**src/sv/wlcr_pkg.sv**
```systemverilog
// Shared codes and field widths for the wear-leveled counter ring.
// No dependencies; imported by wear_leveled_counter_ring.
package wlcr_pkg;

  localparam int MODE_W  = 2;
  localparam int SEL_W   = 2;
  localparam int VALUE_W = 32;

  localparam logic [MODE_W-1:0] MODE_READ  = 2'd0;
  localparam logic [MODE_W-1:0] MODE_INC   = 2'd1;
  localparam logic [MODE_W-1:0] MODE_WRITE = 2'd2;
  localparam logic [MODE_W-1:0] MODE_CLEAR = 2'd3;

  localparam logic STATUS_OK      = 1'b0;
  localparam logic STATUS_BAD_SEL = 1'b1;

endpackage

```
**src/sv/wear_leveled_counter_ring.sv**
```systemverilog
// Top level of the wear-leveled counter ring: slot memory, scan sequencer
// and result register. Depends on wlcr_pkg.
//
// Usage: the block holds NUM_COUNTERS counters, each kept as a ring of
// SLOTS_PER_COUNTER slots. The input channel (in_valid, in_stall, in_mode,
// in_counter_select, in_write_value) carries one operation per transaction:
// read, increment, write value or clear. Every input transaction produces
// exactly one output transaction (out_value, out_status).
// Read, increment and write scan the selected ring through the single read
// port of the slot memory, one slot per cycle, with one compare unit that
// tracks the largest value. A drain state then finishes the last compare,
// a write state writes the chosen slot for increment and write, and a done
// state loads the result into the output register once it is free. Clear
// and an invalid counter select go from acceptance straight to the done
// state. One operation is in flight at a time, so in_stall is high from
// acceptance until the result is loaded, and the block takes no new
// operation before it is through with the last one.
// While out_stall holds a finished result, the block still takes the next
// operation and runs it, and waits with its result until the output
// register frees up.
// Reset (rst_n low, synchronous) empties the output register and marks all
// slots invalid, so every slot reads as zero until written.
module wear_leveled_counter_ring
  import wlcr_pkg::*;
#(
  parameter int NUM_COUNTERS      = 3,
  parameter int SLOTS_PER_COUNTER = 8,
  parameter int SLOT_BITS         = 32
) (
  input  logic               clk,
  input  logic               rst_n,
  input  logic               in_valid,
  output logic               in_stall,
  input  logic [MODE_W-1:0]  in_mode,
  input  logic [SEL_W-1:0]   in_counter_select,
  input  logic [VALUE_W-1:0] in_write_value,
  output logic               out_valid,
  input  logic               out_stall,
  output logic [VALUE_W-1:0] out_value,
  output logic               out_status
);

  localparam int TOTAL_SLOTS = NUM_COUNTERS * SLOTS_PER_COUNTER;
  localparam int ADDR_W      = $clog2(TOTAL_SLOTS);
  localparam int IDX_W       = $clog2(SLOTS_PER_COUNTER);
  localparam logic [IDX_W-1:0] LAST_IDX = IDX_W'(SLOTS_PER_COUNTER - 1);

  localparam logic [2:0] ST_IDLE  = 3'd0;
  localparam logic [2:0] ST_SCAN  = 3'd1;
  localparam logic [2:0] ST_DRAIN = 3'd2;
  localparam logic [2:0] ST_WRITE = 3'd3;
  localparam logic [2:0] ST_DONE  = 3'd4;

  logic [2:0]           state_r;
  logic [MODE_W-1:0]    mode_r;
  logic [SEL_W-1:0]     sel_r;
  logic [SLOT_BITS-1:0] wval_r;
  logic [IDX_W-1:0]     idx_r;
  logic [IDX_W-1:0]     rd_idx_r;
  logic                 rd_go_r;
  logic [SLOT_BITS-1:0] best_r;
  logic [IDX_W-1:0]     at_r;
  logic                 found_r;
  logic [VALUE_W-1:0]   res_r;
  logic                 res_st_r;
  logic                 out_valid_r;
  logic [VALUE_W-1:0]   out_value_r;
  logic                 out_status_r;

  logic [SLOT_BITS-1:0] mem [TOTAL_SLOTS];
  logic [TOTAL_SLOTS-1:0] vld_r;
  logic [SLOT_BITS-1:0] rd_data_r;
  logic                 rd_vld_r;

  logic                 in_acc;
  logic                 out_free;
  logic                 sel_bad;
  logic [ADDR_W-1:0]    rd_addr;
  logic [ADDR_W-1:0]    wr_addr;
  logic [IDX_W-1:0]     next_idx;
  logic [SLOT_BITS-1:0] scan_val;
  logic [SLOT_BITS-1:0] wdata;
  logic [SLOT_BITS-1:0] new_max;
  logic                 mem_we;

  assign in_stall   = (state_r != ST_IDLE);
  assign in_acc     = in_valid && !in_stall;
  assign out_free   = !out_valid_r || !out_stall;
  assign sel_bad    = int'(in_counter_select) >= NUM_COUNTERS;
  assign out_valid  = out_valid_r;
  assign out_value  = out_value_r;
  assign out_status = out_status_r;

  assign rd_addr = ADDR_W'(int'(sel_r) * SLOTS_PER_COUNTER + int'(idx_r));

  // The next slot follows the first nonzero maximum, or is slot 0 if none.
  assign next_idx = !found_r ? '0 : (at_r == LAST_IDX) ? '0 : at_r + 1'b1;
  assign wr_addr  = ADDR_W'(int'(sel_r) * SLOTS_PER_COUNTER + int'(next_idx));

  assign scan_val = rd_vld_r ? rd_data_r : '0;
  assign wdata    = (mode_r == MODE_INC) ? best_r + 1'b1 : wval_r;
  assign mem_we   = (state_r == ST_WRITE) && (mode_r != MODE_READ);

  // The overwritten slot never held the sole copy of the maximum, so the
  // ring's new maximum is simply the larger of the old one and the new data.
  assign new_max  = (wdata > best_r) ? wdata : best_r;

  always_ff @(posedge clk) begin
    if (mem_we) begin
      mem[wr_addr] <= wdata;
    end
    rd_data_r <= mem[rd_addr];
  end

  always_ff @(posedge clk) begin
    if (!rst_n) begin
      vld_r    <= '0;
      rd_vld_r <= 1'b0;
    end else begin
      rd_vld_r <= vld_r[rd_addr];
      if (in_acc && !sel_bad && in_mode == MODE_CLEAR) begin
        for (int j = 0; j < TOTAL_SLOTS; j++) begin
          if (j / SLOTS_PER_COUNTER == int'(in_counter_select)) begin
            vld_r[j] <= 1'b0;
          end
        end
      end else if (mem_we) begin
        vld_r[wr_addr] <= 1'b1;
      end
    end
  end

  always_ff @(posedge clk) begin
    if (!rst_n) begin
      state_r     <= ST_IDLE;
      rd_go_r     <= 1'b0;
      out_valid_r <= 1'b0;
    end else begin
      if (state_r == ST_DONE && out_free) begin
        out_valid_r <= 1'b1;
      end else if (!out_stall) begin
        out_valid_r <= 1'b0;
      end
      rd_go_r  <= (state_r == ST_SCAN);
      rd_idx_r <= idx_r;
      if (rd_go_r && scan_val > best_r) begin
        best_r  <= scan_val;
        at_r    <= rd_idx_r;
        found_r <= 1'b1;
      end
      case (state_r)
        ST_IDLE: begin
          if (in_acc) begin
            mode_r  <= in_mode;
            sel_r   <= in_counter_select;
            wval_r  <= SLOT_BITS'(in_write_value);
            idx_r   <= '0;
            best_r  <= '0;
            at_r    <= '0;
            found_r <= 1'b0;
            res_r   <= '0;
            if (sel_bad) begin
              res_st_r <= STATUS_BAD_SEL;
              state_r  <= ST_DONE;
            end else if (in_mode == MODE_CLEAR) begin
              res_st_r <= STATUS_OK;
              state_r  <= ST_DONE;
            end else begin
              res_st_r <= STATUS_OK;
              state_r  <= ST_SCAN;
            end
          end
        end
        ST_SCAN: begin
          idx_r <= idx_r + 1'b1;
          if (idx_r == LAST_IDX) begin
            state_r <= ST_DRAIN;
          end
        end
        ST_DRAIN: begin
          state_r <= ST_WRITE;
        end
        ST_WRITE: begin
          res_r   <= VALUE_W'((mode_r == MODE_READ) ? best_r : new_max);
          state_r <= ST_DONE;
        end
        ST_DONE: begin
          if (out_free) begin
            out_value_r  <= res_r;
            out_status_r <= res_st_r;
            state_r      <= ST_IDLE;
          end
        end
        default: begin
          state_r <= ST_IDLE;
        end
      endcase
    end
  end

`ifndef SYNTHESIS
  a_bad_sel_zero: assert property (@(posedge clk) disable iff (!rst_n)
    (out_valid && out_status == STATUS_BAD_SEL) |-> out_value == '0)
    else $error("invalid select result carries a nonzero value");

  a_accept_busy: assert property (@(posedge clk) disable iff (!rst_n)
    in_acc |=> state_r != ST_IDLE)
    else $error("accepted transaction did not start the sequencer");

  a_no_read_write: assert property (@(posedge clk) disable iff (!rst_n)
    mem_we |-> (mode_r == MODE_INC || mode_r == MODE_WRITE))
    else $error("slot memory written for a read or clear");

  a_empty_ring_zero: assert property (@(posedge clk) disable iff (!rst_n)
    (state_r == ST_WRITE && !found_r) |-> best_r == '0)
    else $error("maximum nonzero although no slot was found");
`endif

endmodule

```
**config.mk**
```make
export PLATFORM = sky130hd
export DESIGN_NAME = wear_leveled_counter_ring
export DESIGN_NICKNAME = d
export VERILOG_FILES = /design/src/sv/wlcr_pkg.sv /design/src/sv/wear_leveled_counter_ring.sv
export SDC_FILE = /design/constraint.sdc
export NUM_CORES = 1
export LEC_CHECK = 0
export BUFFER_PORTS_ARGS = -buffer_cell sky130_fd_sc_hd__buf_2
export CORE_ASPECT_RATIO = 0.6
export CORE_MARGIN = 2
export CORE_UTILIZATION = 55
export DETAILED_ROUTE_END_ITERATION = 16
export PLACE_DENSITY = 0.76
export SYNTH_ARGS = -nofsm -noshare
export SYNTH_HDL_FRONTEND = slang
export SYNTH_SLANG_ARGS = --single-unit
```
**constraint.sdc**
```tcl
create_clock -name clk -period 8.6 [get_ports clk]
set_clock_uncertainty 0.15 [all_clocks]
set_input_delay 1.72 -clock clk [delete_from_list [all_inputs] [get_ports clk]]
set_output_delay 1.72 -clock clk [all_outputs]
set_load 0.02 [all_outputs]
```
=== Word-level counts from Yosys, hierarchy flattened ===
Memory sizes are Yosys's and may differ from the RTL's. A register that Yosys moved wholly into a read port is not among the register bits.
Index checks and enable logic that the tools add are counted.

* Flip-flop bits (word level): 174
* Latch bits: 0
* Memory bits (writable): 768
* Bits in read-only memories: 0
* Bits of input ports: 40
* Output and inout port bits: 35
* Word-level logic and storage cells: 116
* Memories kept: 1

{| class="wikitable"
|+ Memory list
! name !! depth !! width !! read ports !! clocked after memory_dff !! wr ports !! RTL line !! text
|-
| mem || 24 || 32 || 1 || 1 || 1 || wear_leveled_counter_ring.sv:70 || <nowiki>logic [SLOT_BITS-1:0] mem [TOTAL_SLOTS];</nowiki>
|}

* Add/sub/neg operators: 5
* $mul: 0
* Divide/modulo/power cells: 0
* Order comparisons: 6
* Equality and inequality tests: 17
* Shift-type cells: 0
* Mux-type cells: 39
* Bitwise gates (word level): 1
* Reductions and logical operators: 28

{| class="wikitable"
|+ Operator list
! kind !! count
|-
| $mux W32 || 8
|-
| $gt A32 B32 Y1 || 2
|-
| $pmux W32 S2 || 1
|-
| $mux W24 || 2
|-
| $mux W3 || 11
|-
| $add A32 B1 Y32 const B || 1
|-
| $or A24 B24 Y24 || 1
|-
| $pmux W3 S5 || 1
|-
| $reduce_and A3 Y1 || 5
|-
| $mux W1 || 13
|-
| $lt A5 B6 Y1 const B || 2
|-
| $add A5 B3 Y5 || 2
|-
| $ne A2 B1 Y1 const B || 5
|-
| $eq A3 B3 Y1 const B || 3
|-
| $reduce_bool A2 Y1 || 4
|-
| $logic_and A1 B1 Y1 || 7
|-
| $add A3 B1 Y3 const B || 2
|-
| $eq A3 B2 Y1 const B || 2
|-
| $pmux W3 S2 || 1
|-
| $reduce_and A2 Y1 || 3
|-
| $bmux W1 S5 || 1
|-
| $demux W1 S5 || 1
|-
| $ge A5 B1 Y1 const B || 1
|-
| $eq A2 B2 Y1 const A || 2
|-
| other kinds (10) || 15
|}

=== Longest topological paths before layout ===
* Depth after elaboration: 11
* Depth in mapped cells: 15
* Gate-level depth less buffers: 12

=== Worst setup path after synthesis ===
OpenSTA, ideal clock, no wires.

* Path type: input-to-reg
* From: input port rst_n
* To: register res_r[0] (enable)
* Library setup time: 0.470 ns
* Arrival time: 4.362 ns
* Required time: 7.980 ns
* Slack: 3.617 ns
* Stages on the path: 2
* Buffers on the path: 1
* Path through: clkbuf_1 a21boi_0

* Cells in the longest elaborated chain, start to end: 1

{| class="wikitable"
|+ RTL lines
! item !! RTL line !! text
|-
| start: declaration || wear_leveled_counter_ring.sv:31 || <nowiki>input logic rst_n,</nowiki>
|-
| $reduce_and A3 Y1 (no source line) || - ||
|-
| end signal: assignment || wear_leveled_counter_ring.sv:184 || <nowiki>res_r <= VALUE_W'((mode_r == MODE_READ) ? best_r : new_max);</nowiki>
|-
| end: declaration || wear_leveled_counter_ring.sv:64 || <nowiki>logic [VALUE_W-1:0] res_r;</nowiki>
|}

Every way passes these cells.
A chain may end at the register's enable or synchronous reset.

=== Worst setup path after layout ===
* From: register best_r[0]
* To: register res_r[13], data pin

* Cells in the longest elaborated chain, start to end: 6

{| class="wikitable"
|+ RTL lines
! item !! RTL line !! text
|-
| start: declaration || wear_leveled_counter_ring.sv:61 || <nowiki>logic [SLOT_BITS-1:0] best_r;</nowiki>
|-
| start signal: assignment || wear_leveled_counter_ring.sv:147 || <nowiki>best_r <= scan_val;</nowiki>
|-
| $add A32 B1 Y32 || wear_leveled_counter_ring.sv:101 || <nowiki>assign wdata = (mode_r == MODE_INC) ? best_r + 1'b1 : wval_r;</nowiki>
|-
| $mux W32 || wear_leveled_counter_ring.sv:101 ||
|-
| named net wdata[20] || wear_leveled_counter_ring.sv:82 || <nowiki>logic [SLOT_BITS-1:0] wdata;</nowiki>
|-
| $gt A32 B32 Y1 || wear_leveled_counter_ring.sv:106 || <nowiki>assign new_max = (wdata > best_r) ? wdata : best_r;</nowiki>
|-
| $mux W32 || wear_leveled_counter_ring.sv:106 ||
|-
| $mux W32 || wear_leveled_counter_ring.sv:184 ||
|-
| $pmux W32 S2 || wear_leveled_counter_ring.sv:151 || <nowiki>case (state_r)</nowiki>
|}

The timed path passes the listed nets, and every way through them passes these cells.

==> results.py <==
metrics = {
    "sta": {
        "relSlewSlack_pct": 3.63,
        "report.final.slew_viol_count": 0,
        "rsz0062_at_grt": "false",
        "final.min_clock_period_ns": 6.53,
        "max_freq_mhz": 153,
        "setup_violations": 0,
        "min_period_over_period_pct": 76.0,
        "tns_ns": 0,
        "worstMarginPinSlew_ns": 1.44,
        "hold_viol_final": 0,
    },
    "floorplan": {
        "start_util_pct": 55.3,
        "coreArea_um2": 71400,
        "dieArea_um2": 74000,
        "die_x_um": 350,
        "io_pins": 75,
        "row_count": 76,
        "die_y_um": 211,
    },
    "cts": {
        "htreeDepth": 3,
        "worstSkewPairLatency_ns": 0.66,
        "clk_pin_slew_ns": 0.07,
        "clk_path_buf_depth": 3,
        "cts_hold_buf": 0,
        "cts_made_buffers": 83,
        "post_cts_resized": 0,
        "cts_tree": "done",
        "clockRootBuffer": "clkbuf_16",
        "cts_setup_buffers": 0,
        "cts.sinks": 974,
    },
    "synthesis": {
        "yosys-top-cells-area": "edfxtp_1, mux4_2, dfxtp_1, ha_1, mux2i_1",
        "ys_warn_count": 0,
        "synth_seq_cells": 974,
        "synth_seq_area_share_pct": 72.5,
        "ys.flop_type": "edfxtp_1",
        "syn_inst": 2171,
        "syn_area_um2": 39500,
        "synth_nets": 2280,
        "synth_largest_area_cell": "edfxtp_1",
        "synth_top_area_share_pct": 69.4,
        "synth_edf_count": 912,
        "syn_area_per_cell_um2": 18.2,
        "synth_cell_types": 62,
        "synthArstFlopShare_pct": 0,
    },
    "setup_path": {
        "critical_path.max_stage_delay_ns": 1.02,
        "cp-start-kind": "register",
        "cp_cell_sequence": "ha_1, nand3_1, or4_1, a31oi_2, ha_1, nand4_1, a211oi_1, o31ai_1, a311o_1, nand2_1, a31o_2",
        "crit_family": "compound AO/OA/AOI/OAI gates",
        "cp.required_ns": 8.85,
        "critPathMostFrequentCell": "ha_1",
        "critPathMaxFanout": 26,
        "worstPathArrival_ns": 6.78,
        "crit_path_top_delay_cell": "a31oi_2",
        "critPathBufInv": 0,
        "cp-end-kind": "register",
        "path_class": "register to register",
    },
    "outcome": {
        "status": "finished clean",
    },
    "layout": {
        "diodes": 0,
        "final_cell_mix": "edfxtp_1, mux4_2, nand2_1",
        "drive_above_1_share_pct": 23.9,
        "nNetsFinal": 2379,
        "final_common_cell": "edfxtp_1",
        "syn_to_final_growth_pct": 11.9,
    },
    "detailed_routing": {
        "vias": 21710,
        "vias_per_cell": 6.55,
        "drt_wl_total_mm": 99.0,
        "drc": 0,
        "dr.pass1.iters": 6,
        "wl_per_cell_um": 29.9,
        "drt_iter0_drc": 3176,
        "ant_nets": 0,
    },
    "global_routing": {
        "antenna_found_initial": 2,
        "grt_pass1_wl_mm": 144,
        "grt_overflow_total": 0,
        "grtUsageTotal_pct": 27.1,
        "grt_pass1_vias": 21243,
        "top_usage_layer": "met1",
        "grt_use_met2_pct": 39.4,
        "met1_usage_pct": 40.8,
        "grt_start_max_net_pins": 133,
        "grt_use_met3_pct": 7.64,
    },
    "placement": {
        "dp_hpwl_mm": 56.8,
        "gp_congestion": 0.930,
        "numPortBuffers": 74,
    },
    "pwr": {
        "power.density_nw_per_um2": 227,
        "total_power_mw": 10.0,
        "p_leak_nw": 14.4,
        "ir_drop_uv": 203,
    },
    "job": {
        "maxCapViolations": 0,
    },
    "worst_hold_path": {
        "worstHoldPathType": "register to register",
    },
}
==> kinds of logic (layout without fill, tap and decap cells) <==
family / after synthesis / in the layout / synth area share, %
compound gates: 286 / 286 / 4.51
xor+xnor: 19 / 19 / 0.422
fa+ha+maj: 69 / 69 / 2.19
buf+inv: 159 / 325 / 1.61
flops: 974 / 974 / 72.5
mux: 296 / 296 / 13.9
simple gates: 368 / 368 / 4.81
==> metal layers <==
| metal | wire length [um] | up-vias |
|---|---|---|
| met2 | 44000 | 1369 |
| met5 | 0 | - |
| met1 | 40600 | 11190 |
| met3 | 12300 | 149 |
| met4 | 2130 | 0 |
| li1 | - | 9002 |
==> flip-flops by register name (all words and copies together), names as in the netlist, 2 cells and up <==
signal	flops
best_r	32
wval_r	32
vld_r	24
mode_r	2
res_r	32
rd_idx_r	3
mem	768
at_r	3
idx_r	3
rd_data_r	32
sel_r	2
out_value	32
state_r	3
==> worst paths after layout <==
kind / startpoint / endpoint / slack (ns) / depth (start not counted)
max: best_r[0] / res_r[13] / 2.07 / 11
min: res_r[13] / out_value[13] / 0.26 / 0
max reg2reg: best_r[0] / res_r[13] / 2.07 / 11
min reg2reg: res_r[13] / out_value[13] / 0.26 / 0
==> where the power goes <==
part           internal (mW)  switching [mW]  total [mW]
Combinational          0.303           0.491       0.794
Clock                   2.20            1.70        3.90
Sequential              5.29          0.0588        5.35
==> cells in the mapped netlist, drive strengths merged (12+ instances only) <==
library cell	number
a31o	12
nor2	58
a21oi	84
o21ai	89
mux2i	65
edfxtp	912
nor4	17
nand4	24
o21a	20
inv	35
o221ai	32
mux4	199
buf	43
mux2	32
nand2	86
and2	39
xnor2	19
nor3	17
clkbuf	81
dfxtp	62
ha	69
nand3	80
==> per-stage QoR <==
step	area (um2)	hold WS, ns	worst slack, ns	std cells	util [%]
after CTS	44100	0.273	2.36	3312	61.8
after detailed placement	41300	0.255	2.38	3160	57.9
final	44100	0.264	2.07	3312	61.8
after global placement	41300	0.262	2.62	3160	57.9
after global routing	44100	0.280	1.81	3312	61.8
after floorplan	39500	0.250	3.62	2171	-
==> layout make-up <==
| type | count | area [um2] |
|---|---|---|
| Clock buffer | 110 | 2340 |
| Clock inverter | 42 | 462 |
| Fill cell | 4871 | 27300 |
| Inverter | 35 | 131 |
| Multi-Input combinational cell | 1038 | 10500 |
| Sequential cell | 974 | 28600 |
| Tap cell | 975 | 1220 |
| Timing Repair Buffer | 138 | 901 |
(Power assumes the default switching activity.)
